<file path="src/sv/hcns_pkg.sv">
package hcns_pkg;

  localparam int MaxNodes = 1024;
  localparam int CountW   = 11;
  localparam int IndexW   = 10;
  localparam int HashW    = 32;
  localparam int ProdW    = HashW + CountW;

  localparam logic [HashW-1:0] CrcPoly = 32'hEDB8_8320;
  localparam logic [HashW-1:0] CrcInit = 32'hFFFF_FFFF;

  localparam logic [7:0] OpenBrace  = 8'h7B;
  localparam logic [7:0] CloseBrace = 8'h7D;
  localparam logic [7:0] NulByte    = 8'h00;

  typedef logic [CountW-1:0] count_t;
  typedef logic [IndexW-1:0] index_t;
  typedef logic [HashW-1:0]  hash_t;
  typedef logic [ProdW-1:0]  prod_t;

  // reflected crc-32, one byte, lsb first
  function automatic hash_t crc32_byte(hash_t crc, logic [7:0] b);
    hash_t c;
    c = crc ^ {24'h000000, b};
    for (int i = 0; i < 8; i++) begin
      c = c[0] ? ((c >> 1) ^ CrcPoly) : (c >> 1);
    end
    return c;
  endfunction

  function automatic count_t clamp_count(count_t v);
    count_t r;
    r = v;
    if (v == '0) begin
      r = count_t'(1);
    end else if (v > count_t'(MaxNodes)) begin
      r = count_t'(MaxNodes);
    end
    return r;
  endfunction

endpackage

</file>
<file path="src/sv/hash_tag_crc32_node_select_unit.sv">
// Key-to-node selector: takes a key one byte per transaction (last_byte marks the final byte)
// and returns one transaction per key carrying the CRC-32 of the brace hash tag, or of the
// whole key when no closed tag was found, plus the node index hash*node_count/0xFFFFFFFF
// clamped to node_count-1. One byte is accepted every cycle while in_stall is low; the
// running CRC and brace tracking update in the cycle the byte is taken, and the result
// passes through the hash register, multiply register and output register. The user must
// write node_count over its own port (ready always high) only while the block is idle; the
// block does not enforce it. 0 acts as 1, values above 1024 act as 1024.
module hash_tag_crc32_node_select_unit (
  input  logic              clk,
  input  logic              rst,
  input  logic              in_valid,
  output logic              in_stall,
  input  logic [7:0]        key_byte,
  input  logic              last_byte,
  output logic              out_valid,
  input  logic              out_stall,
  output hcns_pkg::index_t  node_index,
  output hcns_pkg::hash_t   key_hash,
  output logic              tag_used,
  input  logic              cfg_valid,
  output logic              cfg_ready,
  input  hcns_pkg::count_t  node_count
);
  import hcns_pkg::*;

  typedef enum logic [1:0] {PH_BEFORE, PH_INSIDE, PH_CLOSED} phase_t;

  phase_t phase, phase_next;
  logic   stopped, stopped_next;
  hash_t  crc_whole, crc_whole_next;
  hash_t  crc_tag, crc_tag_next;
  count_t count_eff;

  logic   s1_valid, s2_valid;
  hash_t  s1_hash, s2_hash;
  logic   s1_used, s2_used;
  prod_t  s2_prod;

  logic   out_ready, s2_ready, s1_ready, accept;
  logic   used_next;
  hash_t  hash_final;

  logic [CountW-1:0] prod_hi;
  logic [HashW:0]    low_sum;
  logic              round_up;
  count_t            quot, pos;

  assign cfg_ready = 1'b1;

  assign out_ready = !out_valid || !out_stall;
  assign s2_ready  = !s2_valid || out_ready;
  assign s1_ready  = !s1_valid || s2_ready;
  assign in_stall  = !s1_ready;
  assign accept    = in_valid && s1_ready;

  always_comb begin
    crc_whole_next = crc32_byte(crc_whole, key_byte);
    phase_next     = phase;
    stopped_next   = stopped;
    crc_tag_next   = crc_tag;
    if (!stopped && phase != PH_CLOSED) begin
      if (key_byte == NulByte) begin
        stopped_next = 1'b1;
      end else if (phase == PH_BEFORE) begin
        if (key_byte == OpenBrace) begin
          phase_next = PH_INSIDE;
        end
      end else if (key_byte == CloseBrace) begin
        phase_next = PH_CLOSED;
      end else begin
        crc_tag_next = crc32_byte(crc_tag, key_byte);
      end
    end
    used_next  = (phase_next == PH_CLOSED);
    hash_final = used_next ? ~crc_tag_next : ~crc_whole_next;
  end

  // divide by 2^32-1: hi + carry of (hi + lo) past 2^32-1
  always_comb begin
    prod_hi  = s2_prod[ProdW-1:HashW];
    low_sum  = {1'b0, s2_prod[HashW-1:0]} + {{(HashW+1-CountW){1'b0}}, prod_hi};
    round_up = (low_sum >= {1'b0, CrcInit});
    quot     = prod_hi + count_t'(round_up);
    pos      = (quot >= count_eff) ? (count_eff - count_t'(1)) : quot;
  end

  always_ff @(posedge clk) begin
    if (rst) begin
      phase     <= PH_BEFORE;
      stopped   <= 1'b0;
      crc_whole <= CrcInit;
      crc_tag   <= CrcInit;
      count_eff <= count_t'(1);
      s1_valid  <= 1'b0;
      s2_valid  <= 1'b0;
      out_valid <= 1'b0;
    end else begin
      if (cfg_valid) begin
        count_eff <= clamp_count(node_count);
      end
      if (accept) begin
        if (last_byte) begin
          phase     <= PH_BEFORE;
          stopped   <= 1'b0;
          crc_whole <= CrcInit;
          crc_tag   <= CrcInit;
        end else begin
          phase     <= phase_next;
          stopped   <= stopped_next;
          crc_whole <= crc_whole_next;
          crc_tag   <= crc_tag_next;
        end
      end
      if (s1_ready) begin
        s1_valid <= accept && last_byte;
      end
      if (s2_ready) begin
        s2_valid <= s1_valid;
      end
      if (out_ready) begin
        out_valid <= s2_valid;
      end
    end
  end

  always_ff @(posedge clk) begin
    if (accept && last_byte) begin
      s1_hash <= hash_final;
      s1_used <= used_next;
    end
    if (s2_ready && s1_valid) begin
      s2_prod <= prod_t'(s1_hash) * prod_t'(count_eff);
      s2_hash <= s1_hash;
      s2_used <= s1_used;
    end
    if (out_ready && s2_valid) begin
      node_index <= pos[IndexW-1:0];
      key_hash   <= s2_hash;
      tag_used   <= s2_used;
    end
  end

endmodule

</file>
<file path="config.mk">
export PLATFORM = sky130hd
export DESIGN_NAME = hash_tag_crc32_node_select_unit
export DESIGN_NICKNAME = d
export VERILOG_FILES = /design/src/sv/hcns_pkg.sv /design/src/sv/hash_tag_crc32_node_select_unit.sv
export SDC_FILE = /design/constraint.sdc
export NUM_CORES = 1
export LEC_CHECK = 0
export BUFFER_PORTS_ARGS = -buffer_cell sky130_fd_sc_hd__buf_2
export CELL_PAD_IN_SITES_DETAIL_PLACEMENT = 0
export CELL_PAD_IN_SITES_GLOBAL_PLACEMENT = 1
export CORE_ASPECT_RATIO = 1.5
export CORE_MARGIN = 3
export CORE_UTILIZATION = 51
export CTS_CLUSTER_SIZE = 30
export DETAILED_ROUTE_END_ITERATION = 8
export PLACE_DENSITY_LB_ADDON = 0.1
export SLEW_MARGIN = 10
export SYNTH_ARGS = -nofsm -noshare
export SYNTH_HDL_FRONTEND = slang
export SYNTH_SLANG_ARGS = --single-unit
</file>
<file path="constraint.sdc">
create_clock -name clk -period 7.7 [get_ports clk]
set_clock_uncertainty 0.1 [all_clocks]
set_input_delay 0 -clock clk [delete_from_list [all_inputs] [get_ports clk]]
set_output_delay 0 -clock clk [all_outputs]
set_load 0.02 [all_outputs]
</file>
==> impl_metrics.toml <==
[synthesis]
yosysWarningCount = 0
ys_types = 74
syn_area_um2 = 21400
async_flop_share = 0
syn-num-nets = 2584
avgSynthCellArea_um2 = 9.80
synth_edf_count = 152
synth_flop_cell = "edfxtp_1"
ys_seq_elements = 233
seq_area_frac_synth = 0.289
synthCells = 2183

[critical_path]
crit_chain = "buf_4 > nand2_1 > fa_1 > fa_1 > fa_1 > fa_1 > fa_1 > inv_1 > ha_1 > a21oi_1 > inv_1 > a2111oi_0 > nand2_1 > a221oi_2 > a21oi_2 > a211oi_2 > mux2i_1 > o2111ai_1"
r2r-start = "count_eff[4]$_SDFFE_PP0P_"
crit_buf_inv = 3
cpPeakStageDelay_ps = 830
cp-start-kind = "register"
reg2reg_depth = 18
cp.required_ps = 7870
end_kind = "register"
crit_type = "reg -> reg"
rr_endpoint = "s2_prod[39]$_DFFE_PP_"
regToRegSetupSlack_ps = 1170
cp_top_family = "adder cells"
cp_max_fo = 19
crit_top_cell = "fa_1"
cpMaxStageDelayCell = "dfxtp_1"
cp.arrival_ps = 6700

[clock_tree]
clock_latency_ps = 540
cts_tree = "yes"
cts_inserted_buffers = 24
cts_setup_buffers = 0
cts_root_buffer = "clkbuf_16"
cts_max_path_buffers = 3
ctsHoldBuffers = 37
clk_pin_slew_ps = 70
htreeDepth = 1
cts-resized-gates = 0
cts_sinks = 233

[routing]
antenna_left = 0
via_per_inst = 5.43
via_count = 15200
drc_errors = 0
wl_um = 55600
drtIter0Drc = 772
wl_per_cell_um = 19.9
dr.pass1.iters = 7

[flow_run]
maxCapViolCount = 0

[global_route]
antenna_found_initial = 0
grt_usage = 0.256
grt_pass1_wl_um = 89600
grt_pass1_vias = 16600
grt_max_degree = 80
grt_overflow = 0

[finish]
antenna_cells = 0
syn_to_final_growth_pct = 9.63
num-fill-cells = 3640
drive_gt1_frac = 0.0794
seq_area_um2 = 6190
multi_input_area_um2 = 13900
fin_area_um2 = 23400
fin_nets = 2625
most-common-layout-cells = "378 x nand2_1, 270 x fa_1, 220 x inv_1, 152 x edfxtp_1"
fin_util = 0.567
final_common_cell = "nand2_1"

[floorplan]
die_h_um = 257
dieArea_um2 = 44500
placementRows = 91
initial_utilization = 0.517
ioPinCount = 71
core_um2 = 41300
dieWidth_um = 173

[place]
portBuffers = 69
post_dp_cell_area_um2 = 22200
gp_congestion = 0.865
dp_slack_ps = 1150
post-dp-hpwl_um = 43200

[worst_hold_path]
whs_endpoint = "phase[1]$_SDFFE_PP0P_"
hold_class = "in -> reg"
holdPathStages = 5
hp-start = "key_byte[2]"

[timing]
finalHoldViolCount = 0
post-route-period-util = 0.848
relSlewSlack = 0.335
period_needed_ps = 6530
rsz0062_at_grt = "no"
setup_violations = 0
setup_slack_ps = 1170
tightestPinTransition_ps = 990
setup-tns-final_ps = 0
fmax_mhz = 153
slew_violations = 0

[power_and_ir_drop]
comb_power_share = 0.445
max-vdd-ir-drop_uv = 204
leakage_nw = 9.27
p_clk_frac = 0.231
internal-power_mw = 3.42
p_sw_mw = 2.24
powerDensity_nw_per_um2 = 241
p_sw_frac = 0.396
pwr-share-seq = 0.324

[run_status]
status = "completed"
state kept, by name, indices dropped and copies added (netlist names), 10 cells and up:
register	cells
s1_hash	32
key_hash	32
count_eff	11
crc_whole	32
node_index	10
crc_tag	32
s2_prod	43
s2_hash	32
worst max-delay path by stage:
stage                                    startpoint               endpoint  slack [ps]  depth (start not counted)
final                     count_eff[4]$_SDFFE_PP0P_  s2_prod[39]$_DFFE_PP_        1170                         18
after global routing      count_eff[4]$_SDFFE_PP0P_  s2_prod[39]$_DFFE_PP_         650                         18
after CTS                 count_eff[4]$_SDFFE_PP0P_  s2_prod[39]$_DFFE_PP_        1130                         18
after detailed placement  count_eff[4]$_SDFFE_PP0P_  s2_prod[39]$_DFFE_PP_        1150                         18
after global placement         s1_hash[7]$_DFFE_PP_  s2_prod[38]$_DFFE_PP_        1280                         21
after floorplan           count_eff[2]$_SDFFE_PP0P_  s2_prod[38]$_DFFE_PP_        1770                         23
metrics by stage:
step           hold slack [ps]  cells  power, mW
2_1_floorplan             36.0   2183       3.66
3_3_place_gp               160   2719       4.34
3_5_place_dp               174   2719       4.37
4_1_cts                   31.6   2800       5.71
5_1_grt                   77.5   2800       6.08
6_report                  31.5   2800       5.65
worst reg2reg max path, delay by kind of cell (launching register included):
kind | cells | cell delay (ps)
muxes | 1 | 240
buffers and inverters | 3 | 490
and+or+nand+nor | 2 | 280
DFF | 1 | 830
AOI/OAI and AO/OA | 6 | 1610
adders and majority gates | 6 | 2720
layer usage:
metal / up-vias / GRT usage / share of wire
met3: 145 / 0.0185 / 0.035
met4: 0 / 0.122 / 0.055
met1: 7566 / 0.291 / 0.37
met2: 362 / 0.483 / 0.54
li1: 7143 / - / -
met5: - / 0 / 0
power by group through the flow:
stage          Clock, mW  Combinational (mW)  Sequential (mW)
3_5_place_dp           0                2.52             1.86
2_1_floorplan          0                2.00             1.66
6_report            1.31                2.51             1.83
4_1_cts             1.34                2.54             1.83
5_1_grt             1.38                2.86             1.85
3_3_place_gp           0                2.48             1.85
layout make-up:
type / instances / area share
multi-input combinational: 1611 / 0.594
tap: 558 / 0.0298
clock inverter: 13 / 0.00843
inverter: 221 / 0.0354
sequential: 233 / 0.264
timing repair buffer: 133 / 0.0392
clock buffer: 31 / 0.0295
cells in the mapped netlist (4+ instances only):
cell / instances / area (um^2)
a2111oi_0: 4 / 35.0
dfxtp_1: 81 / 1620
xnor2_2: 7 / 114
nor2_1: 94 / 353
a211o_1: 4 / 35.0
inv_1: 220 / 826
buf_1: 5 / 18.8
o21a_1: 7 / 52.6
a31oi_1: 10 / 62.6
o31a_1: 4 / 35.0
a21o_1: 15 / 113
and2_1: 138 / 863
o21ai_0: 56 / 280
nor3b_1: 5 / 37.5
ha_1: 106 / 1330
nand2_1: 379 / 1420
or4_1: 4 / 30.0
a21oi_1: 95 / 475
nor2b_1: 6 / 37.5
or2_2: 4 / 25.0
nand2b_1: 11 / 68.8
xor2_1: 56 / 490
o21ai_1: 4 / 20.0
mux2i_1: 5 / 50.1
nand3_1: 44 / 220
o21bai_1: 4 / 30.0
fa_1: 270 / 5410
nor3_1: 14 / 70.1
nand4_1: 17 / 106
mux2_2: 9 / 101
o211ai_1: 42 / 315
clkbuf_1: 104 / 390
buf_2: 4 / 20.0
nor4_1: 9 / 56.3
xnor2_1: 137 / 1200
and3_1: 7 / 43.8
edfxtp_1: 152 / 4560
logic make-up after synthesis:
group,after synthesis,synth area share
muxes,14,0.00708
xor gates and xnor gates,201,0.0851
buffers and inverters,339,0.0610
adders and majority gates,377,0.315
and+or+nand+nor,744,0.160
AOI/OAI and AO/OA,274,0.0819
other,1,0.000175
DFF,233,0.289
(Power assumes the default switching activity.)
